File: config.mk
export PLATFORM = sky130hd
export DESIGN_NAME = sorted_key_table_top
export DESIGN_NICKNAME = d
export VERILOG_FILES = /design/src/rtl/skt_pkg.sv /design/src/rtl/sorted_key_table_top.sv /design/src/rtl/skt_cell.sv
export SDC_FILE = /design/constraint.sdc
export NUM_CORES = 2
export LEC_CHECK = 0
export ABC_AREA = 1
export BUFFER_PORTS_ARGS = -buffer_cell sky130_fd_sc_hd__buf_4
export CORE_MARGIN = 5
export CORE_UTILIZATION = 70
export CTS_CLUSTER_DIAMETER = 60
export DETAILED_ROUTE_END_ITERATION = 6
export PLACE_DENSITY_LB_ADDON = 0.15
export SETUP_SLACK_MARGIN = 0.05
export SLEW_MARGIN = 20
export SYNTH_ARGS = -nofsm -noshare
export SYNTH_HDL_FRONTEND = slang
export SYNTH_SLANG_ARGS = --single-unit
File: constraint.sdc
create_clock -name clk -period 9.68 [get_ports clk]
set_clock_uncertainty 0.05 [all_clocks]
set_input_delay 1.452 -clock clk [delete_from_list [all_inputs] [get_ports clk]]
set_output_delay 1.452 -clock clk [all_outputs]
set_load 0.01 [all_outputs]
File: src/rtl/skt_pkg.sv
// ----------------------------------------------------------------------------
// skt_pkg
// Types, codes and default sizes shared by the sorted key table.
// ----------------------------------------------------------------------------
package skt_pkg;

  localparam int DEPTH_DEF     = 16;
  localparam int KEY_WIDTH_DEF = 32;

  // request codes
  localparam logic [2:0] FN_INS_SORTED = 3'd0;
  localparam logic [2:0] FN_SRCH_SORTED = 3'd1;
  localparam logic [2:0] FN_SRCH_LINEAR = 3'd2;
  localparam logic [2:0] FN_INS_AT     = 3'd3;
  localparam logic [2:0] FN_APPEND     = 3'd4;
  localparam logic [2:0] FN_REMOVE_AT  = 3'd5;

  // result status codes
  localparam logic [1:0] ST_OK        = 2'd0;
  localparam logic [1:0] ST_NOT_FOUND = 2'd1;
  localparam logic [1:0] ST_FULL      = 2'd2;
  localparam logic [1:0] ST_RANGE     = 2'd3;

  typedef struct packed {
    logic [2:0]  func;
    logic [31:0] key;
    logic [4:0]  index;
  } in_item_t;

  typedef struct packed {
    logic [1:0] status;
    logic [4:0] index_res;
    logic [4:0] count;
  } out_item_t;

  // shift command broadcast to every cell
  typedef struct packed {
    logic ins;
    logic rem;
  } shift_ctl_t;

endpackage

File: src/rtl/sorted_key_table_top.sv
// ----------------------------------------------------------------------------
// sorted_key_table_top
// Sorted key table: a row of key cells with bisection, linear search and
// shifting insert and remove.
// ----------------------------------------------------------------------------
// One request at a time; busy is high from acceptance until the cycle in which
// the result strobe is raised, and a new item may start in that cycle. Every
// cell compares its key with the request key in parallel and registers the
// outcome; a sequencer then walks those outcomes. A rejected or unknown
// request is answered from the compare state; insert at, append and remove
// then shift the whole row at once; sorted search and insert bisect the row
// (one bisection step per cycle), and a linear search walks it (one slot per
// cycle). The receiver cannot stall: each result is on out_item for exactly
// one cycle with out_valid high. No clearing pass is needed after reset.
// ----------------------------------------------------------------------------
module sorted_key_table_top
  import skt_pkg::*;
#(
  parameter int DEPTH     = DEPTH_DEF,
  parameter int KEY_WIDTH = KEY_WIDTH_DEF
) (
  input  logic      clk,
  input  logic      rst_n,
  input  logic      start,
  output logic      busy,
  input  in_item_t  in_item,
  output logic      out_valid,
  output out_item_t out_item,
  input  logic      cfg_we,
  input  logic      cfg_wdata
);

  localparam int CW = $clog2(DEPTH + 1);
  localparam int IW = $clog2(DEPTH);
  localparam int PW = (CW > 5) ? CW : 5;

  typedef enum logic [2:0] {
    S_IDLE, S_CMP, S_BIS, S_SCAN, S_INS, S_REM
  } state_t;

  state_t               state_r, state_nxt;
  logic [2:0]           func_r;
  logic [KEY_WIDTH-1:0] key_r;
  logic [PW-1:0]        pos_r, pos_nxt;
  logic [CW-1:0]        lo_r, lo_nxt;
  logic [CW-1:0]        hi_r, hi_nxt;
  logic [CW-1:0]        scan_r, scan_nxt;
  logic [CW-1:0]        fill_r, fill_nxt;
  logic                 cmp_signed_r;
  logic                 out_valid_r, out_valid_nxt;
  out_item_t            out_r, out_nxt;

  logic [KEY_WIDTH-1:0] entry_vec [DEPTH];
  logic [DEPTH-1:0]     lt_vec;
  logic [DEPTH-1:0]     eq_vec;
  shift_ctl_t           ctl;

  logic [CW:0]          mid_sum;
  logic [CW-1:0]        mid;
  logic [CW-1:0]        rd_addr;
  logic                 rd_lt;
  logic                 rd_eq;
  logic [PW-1:0]        fill_p;
  logic [CW-1:0]        bis_res;
  logic                 bis_done;
  logic                 bis_found;

  assign ctl.ins = (state_r == S_INS);
  assign ctl.rem = (state_r == S_REM);

  for (genvar g = 0; g < DEPTH; g++) begin : g_cell
    logic [KEY_WIDTH-1:0] left_k;
    logic [KEY_WIDTH-1:0] right_k;
    if (g == 0) begin : g_first
      assign left_k = key_r;
    end else begin : g_mid_l
      assign left_k = entry_vec[g-1];
    end
    if (g == DEPTH - 1) begin : g_last
      assign right_k = entry_vec[g];
    end else begin : g_mid_r
      assign right_k = entry_vec[g+1];
    end
    skt_cell #(
      .KEY_WIDTH (KEY_WIDTH),
      .CW        (CW),
      .IDX       (g)
    ) u_cell (
      .clk        (clk),
      .cmp_signed (cmp_signed_r),
      .key        (key_r),
      .ctl        (ctl),
      .pos        (pos_r[CW-1:0]),
      .left_key   (left_k),
      .right_key  (right_k),
      .entry      (entry_vec[g]),
      .lt         (lt_vec[g]),
      .eq         (eq_vec[g])
    );
  end

  assign mid_sum = {1'b0, lo_r} + {1'b0, hi_r};
  assign mid     = mid_sum[CW:1];
  assign fill_p  = PW'(fill_r);

  always_comb begin
    if (state_r == S_SCAN) begin
      rd_addr = scan_r;
    end else if (lo_r < hi_r) begin
      rd_addr = mid;
    end else begin
      rd_addr = lo_r;
    end
  end

  assign rd_lt = lt_vec[rd_addr[IW-1:0]];
  assign rd_eq = eq_vec[rd_addr[IW-1:0]];

  // bisection step outcome
  always_comb begin
    bis_done  = 1'b0;
    bis_found = 1'b0;
    bis_res   = lo_r;
    if (lo_r < hi_r) begin
      if (rd_eq) begin
        bis_done  = 1'b1;
        bis_found = 1'b1;
        bis_res   = mid;
      end
    end else begin
      bis_done  = 1'b1;
      bis_found = (lo_r < fill_r) && rd_eq;
    end
  end

  always_comb begin
    state_nxt     = state_r;
    pos_nxt       = pos_r;
    lo_nxt        = lo_r;
    hi_nxt        = hi_r;
    scan_nxt      = scan_r;
    fill_nxt      = fill_r;
    out_valid_nxt = 1'b0;
    out_nxt       = out_r;

    unique case (state_r)
      S_IDLE: begin
        if (start) begin
          pos_nxt   = PW'(in_item.index);
          state_nxt = S_CMP;
        end
      end
      S_CMP: begin
        lo_nxt   = '0;
        hi_nxt   = fill_r;
        scan_nxt = '0;
        out_nxt  = '{status: ST_OK, index_res: 5'd0, count: 5'(fill_r)};
        unique case (func_r)
          FN_INS_SORTED: begin
            if (fill_r >= CW'(DEPTH)) begin
              out_nxt.status = ST_FULL;
              out_valid_nxt  = 1'b1;
              state_nxt      = S_IDLE;
            end else begin
              state_nxt = S_BIS;
            end
          end
          FN_SRCH_SORTED: state_nxt = S_BIS;
          FN_SRCH_LINEAR: state_nxt = S_SCAN;
          FN_INS_AT, FN_APPEND: begin
            if (func_r == FN_APPEND) begin
              pos_nxt = fill_p;
            end
            if (func_r == FN_INS_AT && pos_r > fill_p) begin
              out_nxt.status = ST_RANGE;
              out_valid_nxt  = 1'b1;
              state_nxt      = S_IDLE;
            end else if (fill_r >= CW'(DEPTH)) begin
              out_nxt.status = ST_FULL;
              out_valid_nxt  = 1'b1;
              state_nxt      = S_IDLE;
            end else begin
              state_nxt = S_INS;
            end
          end
          FN_REMOVE_AT: begin
            if (pos_r >= fill_p) begin
              out_nxt.status = ST_RANGE;
              out_valid_nxt  = 1'b1;
              state_nxt      = S_IDLE;
            end else begin
              state_nxt = S_REM;
            end
          end
          default: begin
            // unknown request: report ok, change nothing
            out_valid_nxt = 1'b1;
            state_nxt     = S_IDLE;
          end
        endcase
      end
      S_BIS: begin
        if (bis_done) begin
          if (func_r == FN_INS_SORTED) begin
            pos_nxt   = PW'(bis_res);
            state_nxt = S_INS;
          end else begin
            out_valid_nxt = 1'b1;
            state_nxt     = S_IDLE;
            if (bis_found) begin
              out_nxt.index_res = 5'(bis_res);
            end else begin
              out_nxt.status = ST_NOT_FOUND;
            end
          end
        end else if (rd_lt) begin
          hi_nxt = mid;
        end else begin
          lo_nxt = mid + CW'(1);
        end
      end
      S_SCAN: begin
        if (scan_r >= fill_r) begin
          out_nxt.status = ST_NOT_FOUND;
          out_valid_nxt  = 1'b1;
          state_nxt      = S_IDLE;
        end else if (rd_eq) begin
          out_nxt.index_res = 5'(scan_r);
          out_valid_nxt     = 1'b1;
          state_nxt         = S_IDLE;
        end else begin
          scan_nxt = scan_r + CW'(1);
        end
      end
      S_INS: begin
        fill_nxt          = fill_r + CW'(1);
        out_nxt.index_res = 5'(pos_r);
        out_nxt.count     = 5'(fill_r + CW'(1));
        out_valid_nxt     = 1'b1;
        state_nxt         = S_IDLE;
      end
      S_REM: begin
        fill_nxt          = fill_r - CW'(1);
        out_nxt.index_res = 5'(pos_r);
        out_nxt.count     = 5'(fill_r - CW'(1));
        out_valid_nxt     = 1'b1;
        state_nxt         = S_IDLE;
      end
      default: state_nxt = S_IDLE;
    endcase
  end

  always_ff @(posedge clk) begin
    if (!rst_n) begin
      state_r      <= S_IDLE;
      fill_r       <= '0;
      cmp_signed_r <= 1'b0;
      out_valid_r  <= 1'b0;
    end else begin
      state_r     <= state_nxt;
      fill_r      <= fill_nxt;
      out_valid_r <= out_valid_nxt;
      if (cfg_we) begin
        cmp_signed_r <= cfg_wdata;
      end
    end
  end

  always_ff @(posedge clk) begin
    pos_r  <= pos_nxt;
    lo_r   <= lo_nxt;
    hi_r   <= hi_nxt;
    scan_r <= scan_nxt;
    out_r  <= out_nxt;
    if (state_r == S_IDLE && start) begin
      func_r <= in_item.func;
      key_r  <= KEY_WIDTH'(in_item.key);
    end
  end

  assign busy      = (state_r != S_IDLE);
  assign out_valid = out_valid_r;
  assign out_item  = out_r;

endmodule

File: src/rtl/skt_cell.sv
// ----------------------------------------------------------------------------
// skt_cell
// One table slot: holds a key, compares it with the broadcast key and moves
// keys to or from its neighbours on insert and remove.
// ----------------------------------------------------------------------------
module skt_cell
  import skt_pkg::*;
#(
  parameter int KEY_WIDTH = KEY_WIDTH_DEF,
  parameter int CW        = 5,
  parameter int IDX       = 0
) (
  input  logic                 clk,
  input  logic                 cmp_signed,
  input  logic [KEY_WIDTH-1:0] key,
  input  shift_ctl_t           ctl,
  input  logic [CW-1:0]        pos,
  input  logic [KEY_WIDTH-1:0] left_key,
  input  logic [KEY_WIDTH-1:0] right_key,
  output logic [KEY_WIDTH-1:0] entry,
  output logic                 lt,
  output logic                 eq
);

  logic [KEY_WIDTH-1:0] entry_r;
  logic [KEY_WIDTH-1:0] entry_nxt;
  logic                 lt_r;
  logic                 eq_r;
  logic [KEY_WIDTH-1:0] flip;
  logic [KEY_WIDTH-1:0] a;
  logic [KEY_WIDTH-1:0] b;
  logic [CW-1:0]        me;

  assign me   = CW'(IDX);
  // flip the sign bit so that an unsigned compare orders two's complement
  assign flip = KEY_WIDTH'(cmp_signed) << (KEY_WIDTH - 1);
  assign a    = key ^ flip;
  assign b    = entry_r ^ flip;

  always_comb begin
    entry_nxt = entry_r;
    if (ctl.ins) begin
      if (me > pos) begin
        entry_nxt = left_key;
      end else if (me == pos) begin
        entry_nxt = key;
      end
    end else if (ctl.rem) begin
      if (me >= pos) begin
        entry_nxt = right_key;
      end
    end
  end

  always_ff @(posedge clk) begin
    entry_r <= entry_nxt;
    lt_r    <= (a < b);
    eq_r    <= (a == b);
  end

  assign entry = entry_r;
  assign lt    = lt_r;
  assign eq    = eq_r;

endmodule
## After elaboration in Yosys (flattened, before gate mapping)

Cells that the tools add are included.
W data, S select, Z words.

- Add/sub/neg operators: 5
- Multiply operators: 0
- Div/mod/pow operators: 0
- Magnitude comparators: 54
- Equality and inequality tests: 72
- Shift-type cells: 0
- Muxes and demuxes: 137
- Bitwise logic cells: 17
- Reduce and logical (&&, ||, !) cells: 56

Operators by type and width:

| operator | number |
|---|---|
| $mux W32 | 77 |
| $xor A32 B32 Y32 | 17 |
| $eq A32 B32 Y1 | 16 |
| $lt A32 B32 Y1 | 16 |
| $mux W5 | 16 |
| $reduce_and A3 Y1 | 19 |
| $ne A3 B1 Y1 const B | 15 |
| $eq A4 B5 Y1 const A | 8 |
| $gt A4 B5 Y1 const A | 8 |
| $pmux W5 S2 | 4 |
| $reduce_bool A2 Y1 | 19 |
| $ge A4 B5 Y1 const A | 7 |
| $pmux W5 S3 | 2 |
| $ne A2 B2 Y1 const B | 13 |
| $mux W3 | 8 |
| $eq A3 B5 Y1 const A | 4 |
| $ge A3 B5 Y1 const A | 4 |
| $gt A3 B5 Y1 const A | 4 |
| $pmux W5 S4 | 1 |
| $add A5 B1 Y5 const B | 3 |
| $pmux W3 S5 | 1 |
| $mux W7 | 2 |
| $eq A3 B2 Y1 const B | 4 |
| $eq A3 B3 Y1 const B | 4 |
| other kinds (32) | 69 |

- Flip-flop bits (word level): 621
- Latch bits: 0
- Bits in writable memories: 0
- Bits in read-only memories: 0
- Input bits: 45
- Output and inout bits: 14
- Logic and storage cells: 402
- Memories: 0

## Logic depth before layout (Yosys ltp)

- Depth in word-level cells: 11
- Depth in mapped cells: 21
- Depth with buffers taken out: 21

## Modules after synthesis

A second synthesis with hierarchy kept.

- Cell total of the unflattened synthesis: 5503
- Area, all modules: 45877.8 sq um

By module, submodules not included:

| module | instances | cells each | area an instance (sq um) | sequential area each (sq um) |
|---|---|---|---|---|
| skt_cell (g_cell[1].u_cell ...) | 2 | 318 | 2546.2 | 1001.0 |
| sorted_key_table_top | 1 | 486 | 4384.2 | 2212.1 |
| skt_cell (g_cell[4].u_cell) | 1 | 317 | 2930.3 | 1001.0 |
| skt_cell (g_cell[5].u_cell) | 1 | 328 | 2781.4 | 1001.0 |
| skt_cell (g_cell[15].u_cell) | 1 | 323 | 2662.6 | 1001.0 |
| skt_cell (g_cell[3].u_cell) | 1 | 323 | 2661.3 | 1001.0 |
| skt_cell (g_cell[10].u_cell) | 1 | 325 | 2638.8 | 1001.0 |
| skt_cell (g_cell[13].u_cell) | 1 | 328 | 2611.3 | 1001.0 |
| skt_cell (g_cell[12].u_cell) | 1 | 318 | 2573.7 | 1001.0 |
| skt_cell (g_cell[2].u_cell) | 1 | 318 | 2563.7 | 1001.0 |
| skt_cell (g_cell[14].u_cell) | 1 | 317 | 2555.0 | 1001.0 |
| skt_cell (g_cell[7].u_cell) | 1 | 317 | 2538.7 | 1001.0 |
| skt_cell (g_cell[8].u_cell) | 1 | 316 | 2537.4 | 1001.0 |
| skt_cell (g_cell[11].u_cell) | 1 | 323 | 2536.2 | 1001.0 |
| +2 rows | -- | -- | -- | -- |

## Worst setup path before layout

OpenSTA, ideal clock, no wires.

- Kind: register -> register
- Start: register pos_r[4]
- End: register g_cell[1].u_cell.entry_r[0], enable pin
- Setup time: 0.421 ns
- Arrival time: 2.987 ns
- Data required time: 9.209 ns
- Slack: 6.222 ns
- Cell stages (with the launch flop): 10
- Path buffers: 2
- Clock period less this slack: 3.458 ns
- Path through: edfxtp_1 > clkbuf_1 > nor2_4 > inv_2 > nor2_1 > inv_2 > nor2_2 > clkinv_1 > clkbuf_1 > nor2_1

- Word-level cells in the longest chain between the ends: 3
- Elaborated cells between the ends (all ways): 6
- Classes of those cells: 2 x order compare; 2 x eq/ne; 2 x reduce/logical

RTL lines:

| what | line | text |
|---|---|---|
| from (decl) | sorted_key_table_top.sv:44 | `logic [PW-1:0] pos_r, pos_nxt;` |
| from (signal assigned) | sorted_key_table_top.sv:270 | `pos_r <= pos_nxt;` |
| $gt A1 B5 Y1, or another cell as far along | skt_cell.sv:43 | `if (me > pos) begin` |
| $ne A3 B1 Y1 (no line) or $reduce_bool A2 Y1 (tied branches) | -- |  |
| $reduce_and A3 Y1 (no line) * | -- |  |
| to (signal assigned) | skt_cell.sv:56 | `entry_r <= entry_nxt;` |
| to (decl) | skt_cell.sv:25 | `logic [KEY_WIDTH-1:0] entry_r;` |

Mark *: on every way between the ends. The rest lies on a longest branch, timed or not.
A chain may end at the register's enable or synchronous reset.

## Worst setup path after layout

- Start: register pos_r[4]
- End: register g_cell[1].u_cell.entry_r[13], enable pin

The elaborated chain is that of the path after synthesis.

==> flow_summary.toml <==
[synthesis]
netlist_area_sq_um = 41900
synth_seq_cells = 621
seq_area_frac_synth_pct = 43.5
synth_warnings = 0
yosysTopAreaCell = "edfxtp_1"
synthTopCellsByCount = "836 x o21ai_0, 726 x a21oi_1, 697 x inv_1, 579 x edfxtp_1, 538 x ha_1"
async_flop_share_pct = 0
synth_top_area_share_pct = 41.5
netlist_top_cells_area = "edfxtp_1 41%, ha_1 16%, o21ai_0 10%"
synth_cells = 4755
synth_nets = 5339
yosys.cell_types.count = 51
synth_edf_count = 579
avgSynthCellArea_sq_um = 8.81
synthFlopType = "edfxtp_1"
synth_most_common_cell = "o21ai_0"

[status]
status = "finished with violations"
violations = "DRC"

[placed_design]
place.gp.congestion = 0.971
place_ws_ns = 5.24
hpwl_um = 91100
io_buffers = 58

[worst_setup_path]
worst_ep_required_time_ns = 9.94
arrival_ns = 4.89
startpoint_type = "flop"
setup.worst_path.end_class = "flop"
crit_type = "flop to flop"
path_max_fanout = 64
crit_slowest_cell = "clkinv_2"
max_stage_delay_ns = 0.76
reg2reg_depth = 9
path_cells = "nor2_4 -> inv_2 -> nor2_1 -> inv_2 -> buf_4 -> nor2_2 -> clkinv_2 -> nor2_4 -> buf_12"

[final_layout]
antenna_cells = 0
nFillCells = 4173
areaGrowthSynthToFinish_pct = 8.31
nNetsFinal = 5278
post_route_cells_drive_above_1_share_pct = 5.83

[min_path]
hold_path.class = "flop to flop"
hold_path_depth = 2

[sta]
setup_viol = 0
max_freq_ghz = 0.216
drv_slew = 0
period_share_pct = 47.8
fin_tns_setup_ns = 0
slew_headroom_pct = 10.7
period_needed_ns = 4.63
report.final.hold_viol_count = 0
finalWorstSetupSlack_ns = 5.05
rsz0062_at_grt = "false"
worst_slew_pin_slew_ns = 1.34

[detailed_routing]
wire_per_inst_um = 23.2
dr_total_vias = 37200
drc = 31
routed_wl_um = 128000
ant_nets = 0
vias_per_cell = 6.73
dr.pass1.iters = 7
drtIter0Drc = 6045

[cts]
cts_resized = 0
postCtsSetupBuffers = 0
cts_tree = "yes"
cts_hold_buf = 0
clk_pin_slew_ns = 0.06
ctsLongestPathBuffers = 3
cts_buffers = 70
htreeDepth = 3
clock_sinks = 621
root_buffer = "clkbuf_16"
insertion_delay_ns = 0.62

[floorplanning]
rows = 89
chipHeight_um = 255
initial_utilization_pct = 70.9
io_pins = 59
die_x_um = 255
dieArea_sq_um = 64900
core_area_sq_um = 59100

[power]
seqPwrFrac_pct = 39.7
p_sw_uw = 2780
vdd_drop_max_uv = 243
power_frac_clock_pct = 34.2
powerDensity_nw_per_um2 = 176
power_leakage_uw = 0.0193
p_int_uw = 5210
switching_share_pct = 34.8
p_comb_share_pct = 26.1

[grt]
grt_max_degree = 217
grt-ovfl-total = 0
grtUsageTotal_pct = 38.2
grt_pass1_vias = 34200
grt_pass1_wl_um = 194000
antenna_found_initial = 2

[job]
maxCapViolations = 0
[state kept, by name (all words and copies together), names as in the netlist, 3 cells and up]
signal,flops
g_cell.u_cell.eq,16
g_cell.u_cell.entry,512
pos_r,5
state_r,3
scan_r,5
g_cell.u_cell.lt,16
fill_p,5
hi_r,5
g_cell.left_k,32
lo_r,5
out_item,12
func_r,3
[routing by layer]
layer	routed length (um)	up-vias	track usage, %	share of wire [%]
li1	-	16800	-	-
met1	48800	17100	54.5	38
met2	54400	2841	56.2	43
met3	19100	365	10.5	15
met4	5590	2	14.7	4.4
met5	13	-	0	0.010
[path summary, 6_finish.rpt]
kind                                                   from                          end  slack, ns
worst max-delay path                               pos_r[4]   g_cell[1].u_cell.entry[13]       5.05
worst min register to register  g_cell[14].u_cell.entry[25]  g_cell[15].u_cell.entry[25]       0.51
worst max register to register                     pos_r[4]   g_cell[1].u_cell.entry[13]       5.05
worst min-delay path            g_cell[14].u_cell.entry[25]  g_cell[15].u_cell.entry[25]       0.51
[power groups by stage]
stage	clock [uW]	sequential (uW)	combinational, uW
global placement	0	3210	1920
detailed placement	0	3220	1990
CTS	2720	3160	2010
global route	2830	3180	2270
floorplan	0	3230	1330
finish	2730	3170	2090
[final cells by class]
cell class                 instances  area, sq um  share of cell area, %
clock buffer                      97         2050                   4.51
tap                              773          967                   2.13
timing repair buffer             114          938                   2.07
clock inverter                    33          278                  0.612
sequential                       621        18200                   40.2
multi-input combinational       3176        20300                   44.6
inverter                         711         2680                   5.90
[kinds of logic after synthesis]
kind of cell | synth area share [%]
AO/OA/AOI/OAI | 22.3
buffers and inverters | 8.63
AND/OR/NAND/NOR | 8.98
flip-flops | 43.5
adder cells (fa/ha/maj) | 16.1
XOR/XNOR | 0.522
[worst max-delay path: cells and delay by family, from the launching register on]
| kind | cells | cell delay [ns] |
|---|---|---|
| buf+inv | 5 | 1.82 |
| simple gates | 4 | 1.81 |
| flops | 1 | 0.58 |
[cell usage in the layout, fill, tap and decap left out, types with 14 or more instances in the layout]
cell type,n
o21ai_0,834
a21oi_1,725
inv_1,697
edfxtp_1,579
ha_1,538
nand2_1,421
nor2_1,145
nand3_1,125
buf_4,108
clkbuf_16,73
nor3_1,58
a221oi_1,57
nand4_1,46
dfxtp_1,42
a211oi_1,33
o211ai_1,24
xnor2_1,19
o221ai_1,19
nor2_4,18
nor4_1,17
clkinv_2,15
o2111ai_1,15
clkinv_1,14
o21bai_1,14
[per-stage QoR]
step	total power [uW]	instances	instance area (sq um)	utilization [%]	hold slack [ns]
2_1_floorplan	4560	4755	41900	-	0.475
3_3_place_gp	5140	5391	43000	72.7	0.488
3_5_place_dp	5200	5392	43000	72.7	0.495
4_1_cts	7890	5522	45300	76.7	0.514
5_1_grt	8280	5525	45400	76.8	0.539
6_report	7990	5525	45400	76.8	0.506
(Power assumes the default switching activity.)
